===== src/rtl/crc32w_pkg.sv =====
// crc32w_pkg: constants shared by the msb-first crc-32 word engine
// no dependencies; imported by crc32w_fold, crc32_msb_first_word_engine and testbench
package crc32w_pkg;

  localparam int unsigned CrcWidth     = 32;
  localparam int unsigned ByteWidth    = 8;
  localparam int unsigned CountWidth   = 3;
  localparam int unsigned IdxWidth     = 2;
  localparam int unsigned CrcByteShift = 24;

  localparam logic [CrcWidth-1:0]   CrcAllOnes   = 32'hFFFF_FFFF;
  localparam logic [CrcWidth-1:0]   CrcTopBit    = 32'h8000_0000;
  localparam logic [CrcWidth-1:0]   CrcPolyReset = 32'h04C1_1DB7;
  localparam logic [CountWidth-1:0] ByteCountMax = 3'd4;

  typedef logic [CrcWidth-1:0]  crc_t;
  typedef logic [ByteWidth-1:0] byte_t;

endpackage


===== src/rtl/crc32_msb_first_word_engine.sv =====
// crc32_msb_first_word_engine: non-reflected crc-32 over words of 0 to 4 bytes
// rate: one byte folded per cycle, but the final byte of a last item waits while
//   the output is stalled; the next item is taken in the cycle its predecessor finishes
// reset: remainder reads as zero, polynomial 0x04C11DB7, no item or result held
// depends on crc32w_pkg and crc32w_fold
module crc32_msb_first_word_engine import crc32w_pkg::*; (
  input  logic                  clk_i,
  input  logic                  rst_ni,
  // configuration
  input  logic                  cfg_we_i,
  input  logic [CrcWidth-1:0]   cfg_wdata_i,
  // input items
  input  logic                  in_valid_i,
  output logic                  in_stall_o,
  input  logic [CrcWidth-1:0]   data_word_i,
  input  logic [CountWidth-1:0] byte_count_i,
  input  logic                  first_word_i,
  input  logic                  last_word_i,
  input  logic [CrcWidth-1:0]   prior_crc_i,
  // result items
  output logic                  out_valid_o,
  input  logic                  out_stall_i,
  output logic [CrcWidth-1:0]   crc_result_o
);

  // polynomial register
  crc_t poly_q;

  always_ff @(posedge clk_i or negedge rst_ni) begin
    if (!rst_ni) begin
      poly_q <= CrcPolyReset;
    end else if (cfg_we_i) begin
      poly_q <= cfg_wdata_i;
    end
  end

  // work stage registers
  logic                  a_vld_q;
  logic                  a_start_q;
  logic [IdxWidth-1:0]   a_idx_q;
  logic [CountWidth-1:0] a_cnt_q;
  logic                  a_first_q;
  logic                  a_last_q;
  crc_t                  a_word_q;
  crc_t                  a_prior_q;
  crc_t                  a_rem_q;

  // remainder memory, one entry, registered read
  crc_t rem_mem [1];
  crc_t rd_q;
  logic rem_vld_q;
  logic fwd_q;
  crc_t fwd_data_q;
  logic wr_en;
  crc_t wr_data;
  crc_t mem_rd;

  always_ff @(posedge clk_i) begin
    if (wr_en) begin
      rem_mem[0] <= wr_data;
    end
    rd_q       <= rem_mem[0];
    fwd_data_q <= wr_data;
  end

  always_ff @(posedge clk_i or negedge rst_ni) begin
    if (!rst_ni) begin
      rem_vld_q <= 1'b0;
      fwd_q     <= 1'b0;
    end else begin
      fwd_q <= wr_en;
      if (wr_en) begin
        rem_vld_q <= 1'b1;
      end
    end
  end

  // stored remainder, forwarding a write made in the previous cycle
  always_comb begin
    if (fwd_q) begin
      mem_rd = fwd_data_q;
    end else if (rem_vld_q) begin
      mem_rd = rd_q;
    end else begin
      mem_rd = '0;
    end
  end

  // remainder entering this cycle's fold
  crc_t cur_rem;

  always_comb begin
    if (!a_start_q) begin
      cur_rem = a_rem_q;
    end else if (a_first_q) begin
      cur_rem = a_prior_q ^ CrcAllOnes;
    end else begin
      cur_rem = mem_rd;
    end
  end

  // byte selection, oldest byte at the top
  byte_t cur_byte;

  always_comb begin
    case (a_idx_q)
      2'd0:    cur_byte = a_word_q[31:24];
      2'd1:    cur_byte = a_word_q[23:16];
      2'd2:    cur_byte = a_word_q[15:8];
      default: cur_byte = a_word_q[7:0];
    endcase
  end

  crc_t fold_rem;

  crc32w_fold u_fold (
    .rem_i  (cur_rem),
    .byte_i (cur_byte),
    .poly_i (poly_q),
    .rem_o  (fold_rem)
  );

  // completion and commit
  logic no_bytes;
  logic done;
  logic out_free;
  logic commit;
  logic in_accept;
  crc_t end_rem;

  assign no_bytes  = (a_cnt_q == '0);
  assign done      = a_vld_q && (no_bytes || ({1'b0, a_idx_q} == a_cnt_q - 3'd1));
  assign out_free  = !out_valid_o || !out_stall_i;
  assign commit    = done && (!a_last_q || out_free);
  assign end_rem   = no_bytes ? cur_rem : fold_rem;
  assign wr_en     = commit;
  assign wr_data   = end_rem;
  assign in_stall_o = a_vld_q && !commit;
  assign in_accept = in_valid_i && !in_stall_o;

  // work stage update
  always_ff @(posedge clk_i or negedge rst_ni) begin
    if (!rst_ni) begin
      a_vld_q   <= 1'b0;
      a_start_q <= 1'b0;
      a_idx_q   <= '0;
    end else if (in_accept) begin
      a_vld_q   <= 1'b1;
      a_start_q <= 1'b1;
      a_idx_q   <= '0;
    end else if (commit) begin
      a_vld_q   <= 1'b0;
      a_start_q <= 1'b0;
    end else if (a_vld_q && !done) begin
      a_start_q <= 1'b0;
      a_idx_q   <= a_idx_q + 2'd1;
    end
  end

  always_ff @(posedge clk_i) begin
    if (in_accept) begin
      a_word_q  <= data_word_i;
      a_cnt_q   <= (byte_count_i > ByteCountMax) ? ByteCountMax : byte_count_i;
      a_first_q <= first_word_i;
      a_last_q  <= last_word_i;
      a_prior_q <= prior_crc_i;
    end
    if (a_vld_q && !done) begin
      a_rem_q <= fold_rem;
    end
  end

  // output register
  always_ff @(posedge clk_i or negedge rst_ni) begin
    if (!rst_ni) begin
      out_valid_o <= 1'b0;
    end else if (commit && a_last_q) begin
      out_valid_o <= 1'b1;
    end else if (!out_stall_i) begin
      out_valid_o <= 1'b0;
    end
  end

  always_ff @(posedge clk_i) begin
    if (commit && a_last_q) begin
      crc_result_o <= end_rem ^ CrcAllOnes;
    end
  end

  // checks
  a_idx_in_range: assert property (@(posedge clk_i) disable iff (!rst_ni)
    (a_vld_q && !no_bytes) |-> ({1'b0, a_idx_q} < a_cnt_q))
    else $error("byte index beyond byte count");

  a_cnt_sat: assert property (@(posedge clk_i) disable iff (!rst_ni)
    a_vld_q |-> (a_cnt_q <= ByteCountMax))
    else $error("stored byte count above four");

  a_out_from_commit: assert property (@(posedge clk_i) disable iff (!rst_ni)
    $rose(out_valid_o) |-> $past(commit && a_last_q))
    else $error("result appeared without a finished last item");

  a_fwd_valid: assert property (@(posedge clk_i) disable iff (!rst_ni)
    fwd_q |-> rem_vld_q)
    else $error("forwarded remainder without a stored entry");

endmodule


===== src/rtl/crc32w_fold.sv =====
// crc32w_fold: folds one message byte into a 32-bit remainder, msb first
// depends on crc32w_pkg
module crc32w_fold import crc32w_pkg::*; (
  input  crc_t  rem_i,
  input  byte_t byte_i,
  input  crc_t  poly_i,
  output crc_t  rem_o
);

  // eight shift-and-conditional-xor steps of modulo-2 division
  always_comb begin
    crc_t r;
    r = rem_i ^ {byte_i, {CrcByteShift{1'b0}}};
    for (int b = 0; b < ByteWidth; b++) begin
      if ((r & CrcTopBit) != '0) begin
        r = {r[CrcWidth-2:0], 1'b0} ^ poly_i;
      end else begin
        r = {r[CrcWidth-2:0], 1'b0};
      end
    end
    rem_o = r;
  end

endmodule


===== config.mk =====
export PLATFORM = sky130hd
export DESIGN_NAME = crc32_msb_first_word_engine
export DESIGN_NICKNAME = d
export VERILOG_FILES = /design/src/rtl/crc32w_pkg.sv /design/src/rtl/crc32_msb_first_word_engine.sv /design/src/rtl/crc32w_fold.sv
export SDC_FILE = /design/constraint.sdc
export NUM_CORES = 1
export LEC_CHECK = 0
export ABC_AREA = 1
export ABC_CLOCK_PERIOD_IN_PS = 7100
export BUFFER_PORTS_ARGS = -buffer_cell sky130_fd_sc_hd__buf_2
export CORE_MARGIN = 10
export CORE_UTILIZATION = 40
export CTS_CLUSTER_DIAMETER = 40
export DETAILED_ROUTE_END_ITERATION = 7
export GPL_TIMING_DRIVEN = 0
export HOLD_SLACK_MARGIN = 0.05
export PLACE_DENSITY = 0.62
export SLEW_MARGIN = 20
export SYNTH_ARGS = -nofsm -noshare
export SYNTH_HDL_FRONTEND = slang
export SYNTH_HIERARCHICAL = 1
export SYNTH_SLANG_ARGS = --single-unit

===== constraint.sdc =====
create_clock -name clk_i -period 7.1 [get_ports clk_i]
set_input_delay 1.42 -clock clk_i [delete_from_list [all_inputs] [get_ports clk_i]]
set_output_delay 1.42 -clock clk_i [all_outputs]
set_load 0.01 [all_outputs]

---- After elaboration in Yosys (flattened, before gate mapping) ----
Memory sizes are Yosys's and may differ from the RTL's. A register that Yosys moved wholly into a read port is not among the register bits.
Cells that the tools add are included.
storage, ports and cells
  register bits ........................... 204
  bits in writable memories ............... 32
  bits of input ports ..................... 106
  output and inout bits ................... 34
  logic and storage cells ................. 82
  memories kept ........................... 1
cells by class
  add/sub/neg operators ................... 2
  order comparisons ....................... 1
  equality and inequality tests ........... 5
  mux-type cells .......................... 26
  bitwise gates (word level) .............. 11
  reduce and logical (&&, ||, !) cells .... 21
memory list
  name     depth  width  read ports  clocked after Yosys merged registers in  write ports  line                               RTL
  rem_mem  1      32     1           1                                        1            crc32_msb_first_word_engine.sv:49  crc_t rem_mem [1];
operators by type and width
  cell                 count
  $mux 32              13
  $xor 32x32->32       9
  $not 32->32          2
  $pmux 8 s3           1
  $mux 1               9
  $logic_and 1x1->1    6
  $logic_not 1->1      6
  $mux 2               3
  $ne 2x1->1 const B   2
  $reduce_bool 2->1    2
  $eq 2x3->1           1
  $gt 3x3->1 const B   1
  $logic_not 3->1      1
  $logic_or 1x1->1     3
  $reduce_bool 3->1    1
  $sub 3x1->3 const B  1
  $add 2x1->2 const B  1
  $eq 2x1->1 const B   1
  $eq 2x2->1 const B   1
  $logic_not 2->1      1
  $reduce_and 2->1     1

---- Depth between registers and ports, before layout ----
Gate-level depths: netlist of run 1.
  depth after elaboration ................. 23
  gate-level depth with buffers ........... 39
  depth with buffers taken out ............ 37

---- By module ----
The synthesis of run 1 kept the hierarchy.
modules (own cells, without submodules)
  module                       times used  cells each  area an instance (sq um)  sequential area each (sq um)
  crc32_msb_first_word_engine  1           718         9,944.5                   7,229.4
  crc32w_fold                  1           1,075       5,186.2                   0.0

---- Least setup slack after synthesis of run 1 ----
OpenSTA, ideal clock, no wires.
  path type ............................... input to register
  start point ............................. input port out_stall_i
  end point ............................... register a_cnt_q[0], enable pin
  setup time .............................. 0.452 ns
  data arrival time ....................... 3.707 ns
  required time ........................... 6.648 ns
  setup slack ............................. 2.940 ns
  cell stages on the path ................. 5
  buffers on the path ..................... 0
  cell sequence ........................... nand3_1 -> nand2_1 -> inv_1 -> nand2_2 -> a21oi_2
on the way
  word-level cells in the longest chain between the ends .. 8
ends and longest elaborated chain
  element               line                                RTL
  from (decl)           crc32_msb_first_word_engine.sv:22   input logic out_stall_i,
  $logic_not 1->1       -
  $logic_or 1x1->1      crc32_msb_first_word_engine.sv:133  assign out_free = !out_valid_o || !out_stall_i;
  $logic_or 1x1->1      crc32_msb_first_word_engine.sv:134  assign commit = done && (!a_last_q || out_free);
  $logic_and 1x1->1     crc32_msb_first_word_engine.sv:134
  $logic_not 1->1       crc32_msb_first_word_engine.sv:138  assign in_stall_o = a_vld_q && !commit;
  $logic_and 1x1->1     crc32_msb_first_word_engine.sv:138
  $logic_not 1->1       crc32_msb_first_word_engine.sv:139  assign in_accept = in_valid_i && !in_stall_o;
  $logic_and 1x1->1     crc32_msb_first_word_engine.sv:139
  net in_accept         crc32_msb_first_word_engine.sv:128  logic in_accept;
  to (signal assigned)  crc32_msb_first_word_engine.sv:163  a_cnt_q <= (byte_count_i > ByteCountMax) ? ByteCountMax : byte_count_i;
  to (decl)             crc32_msb_first_word_engine.sv:41   logic [CountWidth-1:0] a_cnt_q;
The timed path passes the listed nets, and every way through them passes these cells.
A chain may end at the register's enable or synchronous reset.

---- Final worst setup path of run 1 ----
  start point ............................. register a_idx_q[0]
  end point ............................... register crc_result_o[5], data pin
on the way
  elaborated cells on any way between the ends .. 23
  those cells by class .................... eq/ne: 2; mux: 10; bitwise: 10; reduce/logical: 1
RTL lines
  element                                    line                                  RTL
  from (decl)                                crc32_msb_first_word_engine.sv:40     logic [IdxWidth-1:0] a_idx_q;
  from (signal assigned)                     crc32_msb_first_word_engine.sv:156    a_idx_q <= a_idx_q + 2'd1;
  $eq 2x2->1, or another cell as far along   crc32_msb_first_word_engine.sv:106    case (a_idx_q)
  $pmux 8 s3 *                               crc32_msb_first_word_engine.sv:106
  net cur_byte[7]                            crc32_msb_first_word_engine.sv:103    byte_t cur_byte;
  $xor 32x32->32 *                           crc32w_fold.sv:13                     r = rem_i ^ {byte_i, {CrcByteShift{1'b0}}};
  $mux 32 *                                  crc32w_fold.sv:15                     if ((r & CrcTopBit) != '0) begin
  $xor 32x32->32                             crc32w_fold.sv:16                     r = {r[CrcWidth-2:0], 1'b0} ^ poly_i;
  $mux 32 * (2 in a row)                     crc32w_fold.sv:15
  $xor 32x32->32 or $mux 32 (tied branches)  crc32w_fold.sv:16, crc32w_fold.sv:15
  (+5 left out)                              -
  $xor 32x32->32 or $mux 32 (tied branches)  crc32w_fold.sv:16, crc32w_fold.sv:15
  $mux 32 *                                  crc32w_fold.sv:15
  $xor 32x32->32 or $mux 32 (tied branches)  crc32w_fold.sv:16, crc32w_fold.sv:15
  $mux 32 *                                  crc32w_fold.sv:15
  net fold_rem[5]                            crc32_msb_first_word_engine.sv:114    crc_t fold_rem;
  $mux 32 *                                  crc32_msb_first_word_engine.sv:135    assign end_rem = no_bytes ? cur_rem : fold_rem;
  net end_rem[5]                             crc32_msb_first_word_engine.sv:129    crc_t end_rem;
  $not 32->32 (no line) *                    -
  to (signal assigned)                       crc32_msb_first_word_engine.sv:186    crc_result_o <= end_rem ^ CrcAllOnes;
  to (decl)                                  crc32_msb_first_word_engine.sv:23     output logic [CrcWidth-1:0] crc_result_o
Mark *: on every way through the listed nets, which the timed path passes. The rest lies on a longest branch.

==> metrics, run 1 <==
sequential fraction of the synthesis area=47.8%; Post-DRT Antenna Nets=0; first-pass GRT wire length=67500 um; Crit. Startpoint=a_idx_q[0]; critical-path maximum fanout=10; Clock Skew=0.0275 ns; synth top area cells=edfxtp_1 33%, nand2_1 13%, dfxtp_1 8.5%; Max Cap Viol=0; Post-synth EDFFs=165; period utilization=75.1%; number of global-route vias before repair=12100; Hold Path Stages=0; Max stage delay on crit path=0.44 ns; post-cts sizing count=0; CTS Buf Count=40; CP most frequent cell=nand2_1; largest net degree at the start of global routing=40; RSZ-0062 raised after global routing=no; most common cell after layout, fill and taps aside=nand2_1; WP buf/inv=10; io pins=140; post-synth top area share=32.7%; fillers=3643; post-synth design cell area=15100 um2; die area=46000 um2; synthesized area per cell=8.44 um2; DR iter-0 viols=1032; # diodes=0; WS Path Type=flip-flop to flip-flop; share of layout cells above drive strength 1=22.8%; Synth Register Bits=268; status=completed; root buffer cell=clkbuf_16; post-route minimum period=5.33 ns; area post-placement=16600 um2; Initial Utilization=40.4%; Post-Synthesis Cells=1793; IO buf count=138; initial antenna violation count=0; core box area=37500 um2; Arr. time, crit path=5.64 ns; detailed placement HPWL=32300 um; critical path depth in cells=36; dpl ws=1.85 ns; worst slew pin tran=1.00 ns; Max Buffers Root-to-Sink=3; r2r setup slk=1.77 ns; Via-to-Cell Ratio=4.89; Max Fclk=188 MHz; Post-synth ARST share=14.6%; Worst R2R Path Depth=36; htree depth=2; number of detailed-route iterations in the first pass=5; # hold bufs at CTS=0; min setup slack post-route=1.77 ns; Detailed Route WL=43500 um; CTS Sinks=268; post-route cell area=18000 um2; commonest cells after routing, fill and taps aside=516 x nand2_1, 190 x nand3_1, 171 x inv_1; Reg clk slew, reported paths=0.05 ns; reg-to-reg endpoint=crc_result_o[5]; area leader, netlist=edfxtp_1; nets=2089; Post-CTS Repair Setup Buffers=0; final setup fails=0; CP max-delay cell=dfrtp_1; Slew Viols, Final=0; DIE HEIGHT=214 um; RR Startpoint=a_idx_q[0]; Worst-Skew Late Latency=0.56 ns; gp weighted congestion=0.930; CTS tree=done; syn nets=1905; critical path endpoint category=flip-flop; die width=214 um; Fin. Hold Viols=0; Synth Flop Type=edfxtp_1; HP Class=flip-flop to flip-flop; Unique masters post-synth=36; Startpoint Class=flip-flop; synth warn=6; critical path required time=7.42 ns; Core Rows=71; delay-heaviest family, CP=simple AND/OR/NAND/NOR gates; area growth from synthesis to layout=18.7%; residual DRC count=0; CP Capture Point=crc_result_o[5]; Worst slew margin=33.3%; routed vias=12300; Total GRT Usage=18.6%; Setup TNS=0 ns; WL/cell=17.3 um; grt ovf=0
==> how the worst min path moves through the flow <==
stage                         from  endpoint
global route        rem_mem[0][29]  rd_q[29]
finish              rem_mem[0][22]  rd_q[22]
detailed placement  rem_mem[0][17]  rd_q[17]
global placement    rem_mem[0][30]  rd_q[30]
floorplan            rem_mem[0][0]   rd_q[0]
CTS                 rem_mem[0][22]  rd_q[22]
==> kinds of logic after synthesis <==
group	after synthesis	synth area share [%]
adder cells (fa/ha/maj)	6	0.496
XOR/XNOR	127	7.35
buffers and inverters	322	9.61
flip-flops	268	47.8
AND/OR/NAND/NOR	902	26.8
multiplexers	32	2.38
AO/OA/AOI/OAI	136	5.57
==> cells in the mapped netlist (all sizes together) (6+ instances only) <==
cell type / number
inv: 217
ha: 6
dfxtp: 64
nand3: 229
xnor2: 79
dfrtp: 25
a21oi: 73
mux2: 32
xor2: 48
clkbuf: 37
buf: 67
edfxtp: 165
o21ai: 20
dfstp: 14
nor2: 108
nand2: 562
a22o: 40
==> state kept, by name, summed over array words and instances (netlist names), 2 cells and up <==
register	cells
poly_q	32
a_word_q	32
a_cnt_q	3
crc_result_o	32
rd_q	32
a_idx_q	2
rem_mem	32
a_prior_q	32
a_rem_q	32
fwd_data_q	32
==> per-layer routing <==
| layer | track usage [%] | up-vias | wire length [um] |
|---|---|---|---|
| met4 | 6.24 | 0 | 1070 |
| met5 | 0 | - | 0 |
| met2 | 29.3 | 427 | 19700 |
| met3 | 3.58 | 72 | 3110 |
| li1 | - | 6111 | - |
| met1 | 25.1 | 5709 | 19700 |
==> area by class of cell <==
type | count | area (um2) | area share [%]
Sequential cell | 268 | 7230 | 40.3
Buffer | 104 | 633 | 3.53
Clock inverter | 27 | 310 | 1.73
Inverter | 218 | 821 | 4.57
Tap cell | 511 | 639 | 3.56
Clock buffer | 46 | 1060 | 5.93
Timing Repair Buffer | 142 | 793 | 4.42
Multi-Input combinational cell | 1203 | 6460 | 36.0
==> stage by stage <==
stage | utilization (%) | hold WS [ns] | cells
after floorplan | - | 0.323 | 1793
after global placement | 43.9 | 0.323 | 2442
after detailed placement | 44.2 | 0.327 | 2446
after CTS | 47.9 | 0.316 | 2519
after global routing | 47.9 | 0.330 | 2519
final | 47.9 | 0.312 | 2519
Power of run 1 is left out: the tool's default activity adds up to more than one toggle a clock period on the data nets, which glitch-free logic cannot reach.
==> inputs of run 2 (changes only) <==
--- a/config.mk
+++ b/config.mk
@@ -6,7 +6,7 @@
 export NUM_CORES = 1
 export LEC_CHECK = 0
 export ABC_AREA = 1
-export ABC_CLOCK_PERIOD_IN_PS = 7100
+export ABC_CLOCK_PERIOD_IN_PS = 5550
 export BUFFER_PORTS_ARGS = -buffer_cell sky130_fd_sc_hd__buf_2
 export CORE_MARGIN = 10
 export CORE_UTILIZATION = 40
==> constraint.sdc (replaced) <==
create_clock -name clk_i -period 5.55 [get_ports clk_i]
set_input_delay 1.11 -clock clk_i [delete_from_list [all_inputs] [get_ports clk_i]]
set_output_delay 1.11 -clock clk_i [all_outputs]
set_load 0.01 [all_outputs]
==> run 2 against run 1 <==
Compared with the run above:
- flip-flop and latch count did not move
- cell area barely moved
- worst setup slack got worse by 1.3 ns
- critical path depth fell by 3
- register-to-register slack got worse by 1.3 ns
- utilization barely moved
- clock-buffer cell count did not move
==> metrics, run 2 (synthesis results as in run 1) <==
status=completed; WL/cell=17.3 um; Reg clk slew, reported paths=0.06 ns; worst hold start=rem_mem[0][22]; fillers=3641; most common cell after layout, fill and taps aside=nand2_1; DIE HEIGHT=214 um; Max stage delay on crit path=0.44 ns; Max Cap Viol=0; htree depth=2; Worst R2R Path Depth=33; RR Startpoint=a_idx_q[0]; core box area=37500 um2; Max Fclk=196 MHz; period utilization=91.8%; CP most frequent cell=nand2_1; area growth from synthesis to layout=18.7%; multi-input logic area=6470 um2; critical-path maximum fanout=10; Worst Hold Path EP=rd_q[22]; Via-to-Cell Ratio=4.91; Arr. time, crit path=5.42 ns; Setup TNS=0 ns; nets=2087; number of global-route vias before repair=12100; HP Class=flip-flop to flip-flop; CTS tree=done; Fin. Hold Viols=0; Slew Viols, Final=0; commonest cells after routing, fill and taps aside=516 x nand2_1, 190 x nand3_1, 171 x inv_1; CTS Sinks=268; first-pass GRT wire length=67500 um; initial antenna violation count=0; residual DRC count=0; reg-to-reg endpoint=crc_result_o[8]; WS Path Type=flip-flop to flip-flop; post-route minimum period=5.10 ns; final setup fails=0; grt ovf=0; # hold bufs at CTS=0; Max Buffers Root-to-Sink=3; critical path required time=5.87 ns; share of layout cells above drive strength 1=22.9%; io pins=140; r2r setup slk=0.45 ns; worst slew pin tran=0.989 ns; FF/Latch Area=7230 um2; RSZ-0062 raised after global routing=no; number of detailed-route iterations in the first pass=5; routed vias=12400; Detailed Route WL=43600 um; Startpoint Class=flip-flop; # diodes=0; Clock Skew=0.0274 ns; Core Rows=71; critical path endpoint category=flip-flop; Total GRT Usage=18.6%; largest net degree at the start of global routing=40; CP max-delay cell=dfrtp_1; Post-DRT Antenna Nets=0; IO buf count=138; CTS Buf Count=40; DR iter-0 viols=1083; gp weighted congestion=0.930; detailed placement HPWL=32300 um; Worst slew margin=34.1%; Worst-Skew Late Latency=0.56 ns; die area=46000 um2; die width=214 um; root buffer cell=clkbuf_16; Initial Utilization=40.4%; Hold Path Stages=0
==> run 2: cell types whose count changed in the layout (fill, tap and decap cells not counted) <==
cell,previous run,this run
clkbuf_1,40,38
ha_1,6,4
ha_2,0,2
nor2_2,6,5
nor2_4,2,3
==> run 2: per-layer routing <==
| metal | global-route usage, % | part of all wire, % |
|---|---|---|
| met1 | 25.1 | 45 |
| met2 | 29.3 | 45 |
| met3 | 3.58 | 7.3 |
| met4 | 6.24 | 2.4 |
| met5 | 0 | 0 |
==> run 2: cell type report <==
class / instances / share of cell area, %
plain buffers: 102 / 3.48
clock buffers: 46 / 5.93
clock inverters: 27 / 1.73
inverters: 218 / 4.57
multi-input cells: 1203 / 36.0
well taps: 511 / 3.56
flip-flops and latches: 268 / 40.3
repair buffers: 142 / 4.42
==> run 2: repair_timing <==
item	4_1_cts	5_1_grt
buffers inserted	0	0
endpoints found under the setup margin	0	55
resized for setup	0	3
endpoints found under the hold margin	0	0
==> run 2: how the worst max path moves through the flow <==
stage / endpoint / slack (ns) / depth (start not counted) / from
after floorplan: crc_result_o[28] / 1.58 / 32 / a_idx_q[0]
after global placement: crc_result_o[8] / 0.40 / 34 / a_idx_q[0]
after detailed placement: crc_result_o[8] / 0.30 / 34 / a_idx_q[0]
after CTS: crc_result_o[8] / 0.32 / 34 / a_idx_q[0]
after global routing: crc_result_o[6] / 0.01 / 32 / a_idx_q[1]
final: crc_result_o[8] / 0.45 / 33 / a_idx_q[0]
==> run 2: critical path: cells and delay by family, from the launching register on <==
family	cells	cell delay (ns)
buf+inv	8	0.77
compound gates	3	0.55
flops	1	0.44
fa+ha+maj	1	0.30
simple gates	21	2.82
==> run 2: per-stage QoR <==
step	utilization (%)	setup WS [ns]	area [um2]	instances	hold slack (ns)
after global routing	47.9	0.0104	18000	2517	0.330
after CTS	47.9	0.318	18000	2519	0.316
after floorplan	-	1.58	15100	1793	0.323
final	47.9	0.452	18000	2517	0.312
after global placement	43.9	0.397	16500	2442	0.323
after detailed placement	44.2	0.295	16600	2446	0.327
Power of run 2 is left out for the same reason.
